===== src/design/stl_pkg.sv =====
package stl_pkg;

  typedef enum logic [3:0] {
    KIND_LPAREN  = 4'd0,
    KIND_RPAREN  = 4'd1,
    KIND_PLUS    = 4'd2,
    KIND_MINUS   = 4'd3,
    KIND_FALSE   = 4'd4,
    KIND_TRUE    = 4'd5,
    KIND_LONG    = 4'd6,
    KIND_DOUBLE  = 4'd7,
    KIND_IDENT   = 4'd8,
    KIND_DEFINE  = 4'd9,
    KIND_BEGIN   = 4'd10,
    KIND_EOS     = 4'd11,
    KIND_INVALID = 4'd12
  } kind_t;

  typedef enum logic [2:0] {
    MODE_IDLE     = 3'd0,
    MODE_NUMBER   = 3'd1,
    MODE_FRACTION = 3'd2,
    MODE_IDENT    = 3'd3,
    MODE_HASH     = 3'd4,
    MODE_COMMENT  = 3'd5,
    MODE_ERROR    = 3'd6
  } mode_t;

  // Keyword match progress, candidates still alive (bit 0 define, bit 1 begin)
  // and saturating token length.
  typedef struct packed {
    logic [2:0] progress;
    logic [1:0] alive;
    logic [2:0] length;
  } kw_count_t;

  localparam kw_count_t KW_FRESH = '{progress: 3'd0, alive: 2'b11, length: 3'd0};

  typedef struct packed {
    kind_t      kind;
    logic [7:0] text_char;
    logic       is_text;
    logic       last;
  } result_t;

  // Results produced by one character: count is 0, 1 or 2.
  typedef struct packed {
    logic [1:0] count;
    result_t    first;
    result_t    second;
  } lex_out_t;

endpackage


===== src/design/scheme_token_lexer_unit.sv =====
// Path: input register, then lexing, then the result queue that drives the output.
// Throughput: one character per cycle while out_tready is high and each character gives
// at most one result. A character that closes a token and opens another gives two
// results; the extra one waits in a three-entry result queue while input is held off.
// Reset (synchronous, rst_n low): lexer returns to idle with counters cleared, queue empty.
module scheme_token_lexer_unit (
  input  logic        clk,
  input  logic        rst_n,
  input  logic        in_tvalid,
  output logic        in_tready,
  input  logic [7:0]  in_tdata,   // [7:0] ch
  input  logic        in_tuser,   // [0] end_of_input
  output logic        out_tvalid,
  input  logic        out_tready,
  output logic [15:0] out_tdata,  // [3:0] kind, [11:4] text_char, [15:12] zero
  output logic        out_tuser,  // [0] is_text
  output logic        out_tlast   // last result of a request
);
  import stl_pkg::*;

  localparam int QDepth = 3;

  logic       in_valid_r;
  logic [7:0] ch_r;
  logic       eos_r;

  logic       step;
  logic       pop;
  lex_out_t   lex_out;

  result_t    slot_r   [QDepth];
  result_t    slot_nxt [QDepth];
  logic [1:0] cnt_r, cnt_nxt;
  logic [1:0] wpos;
  logic [1:0] push;

  // A character is lexed only when the queue can take two results.
  assign step      = in_valid_r && (cnt_r <= 2'd1);
  assign in_tready = !in_valid_r || (cnt_r <= 2'd1);

  always_ff @(posedge clk) begin
    if (!rst_n) begin
      in_valid_r <= 1'b0;
    end else if (in_tready) begin
      in_valid_r <= in_tvalid;
    end
  end

  always_ff @(posedge clk) begin
    if (in_tvalid && in_tready) begin
      ch_r  <= in_tdata;
      eos_r <= in_tuser;
    end
  end

  stl_lexer u_lexer (
    .clk     (clk),
    .rst_n   (rst_n),
    .step    (step),
    .ch      (ch_r),
    .eos     (eos_r),
    .lex_out (lex_out)
  );

  assign pop  = out_tvalid && out_tready;
  assign push = step ? lex_out.count : 2'd0;
  assign wpos = 2'(cnt_r - {1'b0, pop});

  always_comb begin
    for (int i = 0; i < QDepth; i++) begin
      slot_nxt[i] = slot_r[i];
    end
    if (pop) begin
      for (int i = 0; i < QDepth - 1; i++) begin
        slot_nxt[i] = slot_r[i + 1];
      end
    end
    for (int i = 0; i < QDepth; i++) begin
      if ((push != 2'd0) && (2'(i) == wpos)) slot_nxt[i] = lex_out.first;
      if ((push == 2'd2) && (2'(i) == 2'(wpos + 2'd1))) slot_nxt[i] = lex_out.second;
    end
    cnt_nxt = 2'(cnt_r - {1'b0, pop} + push);
  end

  always_ff @(posedge clk) begin
    if (!rst_n) begin
      cnt_r <= 2'd0;
    end else begin
      cnt_r <= cnt_nxt;
    end
  end

  always_ff @(posedge clk) begin
    for (int i = 0; i < QDepth; i++) begin
      slot_r[i] <= slot_nxt[i];
    end
  end

  assign out_tvalid = (cnt_r != 2'd0);
  assign out_tdata  = {4'd0, slot_r[0].text_char, 4'(slot_r[0].kind)};
  assign out_tuser  = slot_r[0].is_text;
  assign out_tlast  = slot_r[0].last;

endmodule


===== src/design/stl_lexer.sv =====
module stl_lexer (
  input  logic            clk,
  input  logic            rst_n,
  input  logic            step,
  input  logic [7:0]      ch,
  input  logic            eos,
  output stl_pkg::lex_out_t lex_out
);
  import stl_pkg::*;

  localparam logic [7:0] CHR_LPAREN = 8'h28;
  localparam logic [7:0] CHR_RPAREN = 8'h29;
  localparam logic [7:0] CHR_PLUS   = 8'h2B;
  localparam logic [7:0] CHR_MINUS  = 8'h2D;
  localparam logic [7:0] CHR_HASH   = 8'h23;
  localparam logic [7:0] CHR_SPACE  = 8'h20;
  localparam logic [7:0] CHR_SEMI   = 8'h3B;
  localparam logic [7:0] CHR_DOT    = 8'h2E;
  localparam logic [7:0] CHR_NL     = 8'h0A;

  mode_t     mode_r, mode_nxt;
  kw_count_t kw_r, kw_nxt;

  result_t   idle_res;
  logic      idle_emit;
  mode_t     idle_mode;
  kw_count_t idle_kw;

  result_t   res0, res1;
  logic [1:0] n;
  logic      cont, term;
  kind_t     term_kind;

  function automatic logic is_digit(input logic [7:0] c);
    return (c >= 8'h30) && (c <= 8'h39);
  endfunction

  function automatic logic is_letter(input logic [7:0] c);
    return ((c >= 8'h61) && (c <= 8'h7A)) || ((c >= 8'h41) && (c <= 8'h5A));
  endfunction

  function automatic logic is_special(input logic [7:0] c);
    logic r;
    unique case (c)
      8'h21, 8'h24, 8'h25, 8'h26, 8'h2A, 8'h2F, 8'h3A,
      8'h3C, 8'h3D, 8'h3E, 8'h3F, 8'h7E, 8'h5F, 8'h5E: r = 1'b1;
      default: r = 1'b0;
    endcase
    return r;
  endfunction

  function automatic logic ident_follow(input logic [7:0] c);
    return is_letter(c) || is_digit(c) || is_special(c) ||
           (c == CHR_DOT) || (c == CHR_PLUS) || (c == CHR_MINUS);
  endfunction

  function automatic logic [7:0] define_char(input logic [2:0] p);
    logic [7:0] r;
    unique case (p)
      3'd0: r = 8'h64;
      3'd1: r = 8'h65;
      3'd2: r = 8'h66;
      3'd3: r = 8'h69;
      3'd4: r = 8'h6E;
      3'd5: r = 8'h65;
      default: r = 8'h00;
    endcase
    return r;
  endfunction

  function automatic logic [7:0] begin_char(input logic [2:0] p);
    logic [7:0] r;
    unique case (p)
      3'd0: r = 8'h62;
      3'd1: r = 8'h65;
      3'd2: r = 8'h67;
      3'd3: r = 8'h69;
      3'd4: r = 8'h6E;
      default: r = 8'h00;
    endcase
    return r;
  endfunction

  function automatic kw_count_t count_char(input kw_count_t k, input logic [7:0] c);
    kw_count_t r;
    r = k;
    if (!((k.progress < 3'd6) && (c == define_char(k.progress)))) r.alive[0] = 1'b0;
    if (!((k.progress < 3'd5) && (c == begin_char(k.progress)))) r.alive[1] = 1'b0;
    r.progress = (k.progress < 3'd7) ? 3'(k.progress + 3'd1) : 3'd7;
    r.length   = (k.length < 3'd7) ? 3'(k.length + 3'd1) : 3'd7;
    return r;
  endfunction

  function automatic kind_t ident_kind(input kw_count_t k);
    kind_t r;
    if (k.alive[0] && (k.length == 3'd6)) r = KIND_DEFINE;
    else if (k.alive[1] && (k.length == 3'd5)) r = KIND_BEGIN;
    else r = KIND_IDENT;
    return r;
  endfunction

  function automatic result_t kind_res(input kind_t k);
    return '{kind: k, text_char: 8'd0, is_text: 1'b0, last: 1'b0};
  endfunction

  function automatic result_t text_res(input logic [7:0] c);
    return '{kind: KIND_LPAREN, text_char: c, is_text: 1'b1, last: 1'b0};
  endfunction

  // How a character is lexed when no token is open.
  always_comb begin
    idle_emit = 1'b0;
    idle_res  = kind_res(KIND_INVALID);
    idle_mode = MODE_IDLE;
    idle_kw   = kw_r;
    priority if (ch == CHR_LPAREN) begin
      idle_emit = 1'b1;
      idle_res  = kind_res(KIND_LPAREN);
    end else if (ch == CHR_RPAREN) begin
      idle_emit = 1'b1;
      idle_res  = kind_res(KIND_RPAREN);
    end else if (ch == CHR_PLUS) begin
      idle_emit = 1'b1;
      idle_res  = kind_res(KIND_PLUS);
    end else if (ch == CHR_MINUS) begin
      idle_emit = 1'b1;
      idle_res  = kind_res(KIND_MINUS);
    end else if (ch == CHR_HASH) begin
      idle_mode = MODE_HASH;
    end else if (ch == CHR_SPACE) begin
      idle_mode = MODE_IDLE;
    end else if (ch == CHR_SEMI) begin
      idle_mode = MODE_COMMENT;
    end else if (is_digit(ch)) begin
      idle_emit = 1'b1;
      idle_res  = text_res(ch);
      idle_mode = MODE_NUMBER;
      idle_kw   = count_char(KW_FRESH, ch);
    end else if (is_letter(ch) || is_special(ch)) begin
      idle_emit = 1'b1;
      idle_res  = text_res(ch);
      idle_mode = MODE_IDENT;
      idle_kw   = count_char(KW_FRESH, ch);
    end else begin
      idle_emit = 1'b1;
      idle_res  = kind_res(KIND_INVALID);
      idle_mode = MODE_ERROR;
    end
  end

  always_comb begin
    n         = 2'd0;
    res0      = kind_res(KIND_LPAREN);
    res1      = kind_res(KIND_LPAREN);
    mode_nxt  = mode_r;
    kw_nxt    = kw_r;
    cont      = 1'b0;
    term      = 1'b0;
    term_kind = KIND_LONG;
    if (eos) begin
      // A pending token is closed before the end-of-stream token.
      n = 2'd1;
      unique case (mode_r)
        MODE_NUMBER:   res0 = kind_res(KIND_LONG);
        MODE_FRACTION: res0 = kind_res(KIND_DOUBLE);
        MODE_IDENT:    res0 = kind_res(ident_kind(kw_r));
        MODE_HASH:     res0 = kind_res(KIND_INVALID);
        default:       n = 2'd0;
      endcase
      if (n == 2'd1) res1 = kind_res(KIND_EOS);
      else res0 = kind_res(KIND_EOS);
      n        = 2'(n + 2'd1);
      mode_nxt = MODE_IDLE;
      kw_nxt   = KW_FRESH;
    end else begin
      unique case (mode_r)
        MODE_NUMBER: begin
          if (is_digit(ch)) begin
            cont = 1'b1;
          end else if (ch == CHR_DOT) begin
            cont     = 1'b1;
            mode_nxt = MODE_FRACTION;
          end else begin
            term      = 1'b1;
            term_kind = KIND_LONG;
          end
        end
        MODE_FRACTION: begin
          if (is_digit(ch)) begin
            cont = 1'b1;
          end else begin
            term      = 1'b1;
            term_kind = KIND_DOUBLE;
          end
        end
        MODE_IDENT: begin
          if (ident_follow(ch)) begin
            cont = 1'b1;
          end else begin
            term      = 1'b1;
            term_kind = ident_kind(kw_r);
          end
        end
        MODE_HASH: begin
          n = 2'd1;
          if ((ch == 8'h74) || (ch == 8'h54)) begin
            res0     = kind_res(KIND_TRUE);
            mode_nxt = MODE_IDLE;
          end else if ((ch == 8'h66) || (ch == 8'h46)) begin
            res0     = kind_res(KIND_FALSE);
            mode_nxt = MODE_IDLE;
          end else begin
            res0     = kind_res(KIND_INVALID);
            mode_nxt = MODE_ERROR;
          end
        end
        MODE_COMMENT: begin
          if (ch == CHR_NL) mode_nxt = MODE_IDLE;
        end
        MODE_ERROR: begin
          mode_nxt = MODE_ERROR;
        end
        default: begin
          n        = {1'b0, idle_emit};
          res0     = idle_res;
          mode_nxt = idle_mode;
          kw_nxt   = idle_kw;
        end
      endcase
      if (cont) begin
        n      = 2'd1;
        res0   = text_res(ch);
        kw_nxt = count_char(kw_r, ch);
      end
      // The character that closes a token is lexed again as a fresh one.
      if (term) begin
        n        = idle_emit ? 2'd2 : 2'd1;
        res0     = kind_res(term_kind);
        res1     = idle_res;
        mode_nxt = idle_mode;
        kw_nxt   = idle_kw;
      end
    end
    if (n == 2'd1) res0.last = 1'b1;
    if (n == 2'd2) res1.last = 1'b1;
  end

  always_ff @(posedge clk) begin
    if (!rst_n) begin
      mode_r <= MODE_IDLE;
      kw_r   <= KW_FRESH;
    end else if (step) begin
      mode_r <= mode_nxt;
      kw_r   <= kw_nxt;
    end
  end

  assign lex_out = '{count: n, first: res0, second: res1};

endmodule

===== config.mk =====
export PLATFORM = sky130hd
export DESIGN_NAME = scheme_token_lexer_unit
export DESIGN_NICKNAME = d
export VERILOG_FILES = /design/src/design/stl_pkg.sv /design/src/design/scheme_token_lexer_unit.sv /design/src/design/stl_lexer.sv
export SDC_FILE = /design/constraint.sdc
export NUM_CORES = 1
export LEC_CHECK = 0
export BUFFER_PORTS_ARGS = -buffer_cell sky130_fd_sc_hd__buf_2
export CAP_MARGIN = 20
export CORE_ASPECT_RATIO = 1.75
export CORE_MARGIN = 1
export CORE_UTILIZATION = 25
export CTS_BUF_LIST = sky130_fd_sc_hd__clkbuf_4 sky130_fd_sc_hd__clkbuf_8
export DETAILED_ROUTE_END_ITERATION = 6
export PLACE_DENSITY = 0.41
export SETUP_SLACK_MARGIN = 0.3
export SLEW_MARGIN = 20
export SYNTH_ARGS = -nofsm -noshare
export SYNTH_HDL_FRONTEND = slang
export SYNTH_HIERARCHICAL = 1
export SYNTH_SLANG_ARGS = --single-unit

===== constraint.sdc =====
create_clock -name clk -period 7.25 [get_ports clk]
set_input_delay 1.0875 -clock clk [delete_from_list [all_inputs] [get_ports clk]]
set_output_delay 1.0875 -clock clk [all_outputs]
set_load 0.01 [all_outputs]

==> metrics <==
ys async rst share=0; register area share after synthesis=0.3485; Area contributors post-synth=edfxtp_1 29%, dfxtp_1 5.4%, o31ai_1 4.3%; Reg2Reg Depth=11; met2 wire length=8.925 mm; gr ovfl total=0; most frequent cell after synthesis=edfxtp_1; H-tree depth=3; layout cell share with drive strength beyond 1=0.1704; setup tns final=0 ns; XOR/XNOR share of the synthesized area=0.01179; post-synth top area share=0.2946; post-DR vias/cell=5.424; vias=4464; First DRT Iteration DRCs=178; Worst Setup Start Kind=flip-flop; status=finished, violations left; Synth Area in Compound Gates=0.2513; M1 wire length=5.985 mm; Adder-Cell Fraction of Synth Area=0.02407; Die X=111.0 µm; failing checks=design-rule violations; Die Area=21400 µm²; maxcap violations=0; CTS tree=built; syn_area_per_cell=8.811 µm²; reg-to-reg startpoint=ch_r[6]; simple logic cell fraction of the synthesized area=0.2103; hold path cells=2; die height=192.8 µm; Post-DP HPWL=12.09 mm; RSZ-0062 raised after global routing=false; FP Rows=69; main combinational cell family by area after synthesis=compound AO/OA/AOI/OAI gates; WL/cell=19.47 µm; Post-synth top cells=51 x edfxtp_1, 37 x nor3_1, 35 x a31oi_1, 35 x inv_1, 31 x a21oi_1; number of global-route vias before repair=4547; worst skew pair latency=0.36 ns; DRC=8; peak supply drop=0.0001668 V; crit path time final=5.297 ns; mux cell area share after synthesis=0.04982; EDFF count, synth=51; # port buffers=28; top routing layer in use=met4; final setup fails=0; I/O pins=33; final net count=593; Antenna Nets Post-Route=0; Area growth, synth to finish=7.750%; post-cts resize count=0; initial antenna violation count=0; number of synthesis warnings=6; first-pass GRT wire length=25.81 mm; final wirelength=16.03 mm; largest net degree at the start of global routing=47; Slew headroom=0.4539; R2R setup slack=1.95 ns; Antenna Cells=0; global placement routability congestion=0.8933; Yosys reg bits=65; Post-CTS Repair Setup Buffers=0; skew final=0.01147 ns; Hold Crit Endpoint=u_lexer/kw_r[4]; leakage=1.889 nW; TritonRoute pass-1 iters=7; clk root buf=clkbuf_8; final hold violations=0; Syn Inst Count=590; # hold bufs at CTS=0; Clock Sinks=65; placeable core area=20370 µm²; ys flop type=edfxtp_1; Worst-path clk slew=0.09 ns; Crit. End Element=flip-flop; fin util=0.2749; Tcrit/Tclk final=0.7307; maximum clock frequency=188.8 MHz; synthesized cell area=5199 µm²; Max Slew Vio Count=0; Slew @ Worst Pin=0.8191 ns; Initial Util=0.2552; CP max FO=17; hold path start=u_lexer/kw_r[4]; TritonCTS Buffers=9; Cell variety after synth=78; WP data arrival=5.41 ns; end of the worst register-to-register path=slot_r[0][39]; CTS Buffer Depth=2; area leader, netlist=edfxtp_1; PD cells=268.4 nW/µm²; Crit path required time=7.36 ns; Total GRT Usage=0.1578; HP Class=flip-flop to flip-flop; CP Class=flip-flop to flip-flop; WL met3=420 µm
-- kinds of logic after synthesis --
kind of cell | after synthesis
AOI/OAI and AO/OA | 180
xor gates and xnor gates | 7
adders and majority gates | 10
buffers and inverters | 109
DFF | 65
muxes | 24
other | 2
and+or+nand+nor | 193
-- layer usage --
metal  up-vias  global-route usage
li1       2183                   -
met1      2154              0.1588
met2        94              0.3062
met3        33             0.02450
met4         0             0.09096
met5         -                   0
-- area by class of cell --
| cell class | instances | area (µm²) |
|---|---|---|
| fill | 2201 | 14770 |
| multi-input combinational | 420 | 2900 |
| sequential | 65 | 1812 |
| tap | 248 | 310.3 |
| timing repair buffer | 37 | 211.5 |
| inverter | 37 | 138.9 |
| clock buffer | 10 | 137.6 |
| clock inverter | 6 | 91.34 |
-- per-stage QoR --
step / worst slack [ns] / area, µm² / power (mW) / hold slack, ns / instances
after floorplan: 2.034 / 5214 / 0.9978 / 0.5027 / 594
after global placement: 2.135 / 5351 / 1.137 / 0.5414 / 806
after detailed placement: 1.967 / 5373 / 1.148 / 0.5503 / 807
after CTS: 1.976 / 5602 / 1.528 / 0.5624 / 823
after global routing: 1.435 / 5602 / 1.599 / 0.6248 / 823
final: 1.953 / 5602 / 1.504 / 0.5585 / 823
-- state kept, by name (all words and copies together), names as in the netlist --
register / cells
ch_r: 8
u_lexer/mode_r: 3
eos_r: 1
cnt_r: 2
in_valid_r: 1
slot_r: 42
u_lexer/kw_r: 8
-- worst max path at each step --
stage                 start             to  slack (ns)  cells after the start
global placement    ch_r[1]  slot_r[0][36]        2.13                     10
detailed placement  ch_r[1]  slot_r[0][36]        1.97                     10
CTS                 ch_r[1]  slot_r[0][39]        1.98                     10
floorplan           ch_r[7]   slot_r[0][0]        2.03                     13
global route        ch_r[1]  slot_r[0][39]        1.44                     10
finish              ch_r[6]  slot_r[0][39]        1.95                     11
-- critical path, cell delays in order (launching register included) --
cell	delay, ns
edfxtp_1	0.57
nor4b_2	0.74
a41oi_1	0.23
o21ai_1	0.29
nor2_1	0.13
a311oi_4	0.48
a21oi_1	0.22
a21oi_1	0.50
nand4bb_1	0.53
buf_4	0.31
nand2b_1	0.63
mux2_2	0.42
-- power by group --
group / internal, mW / leakage, nW / switching [mW]
registers: 0.513 / 0.591 / 0.0441
clock network: 0.204 / 0.105 / 0.170
logic: 0.181 / 1.19 / 0.392
-- cell usage in the layout (no fill, tap or decap), types with 12 or more instances in the layout --
master	Yosys	layout
o31ai_1	30	30
nor2_1	24	23
o21ai_0	22	22
buf_2	19	28
nand2_1	28	28
or4_1	15	15
nand2b_1	12	12
nor3_1	37	36
a31oi_1	35	35
inv_1	35	35
dfxtp_1	14	14
edfxtp_1	51	51
a21oi_1	31	31
mux2_2	15	15
nand4_1	21	21
Note: power is estimated with default switching activity, not from simulation.
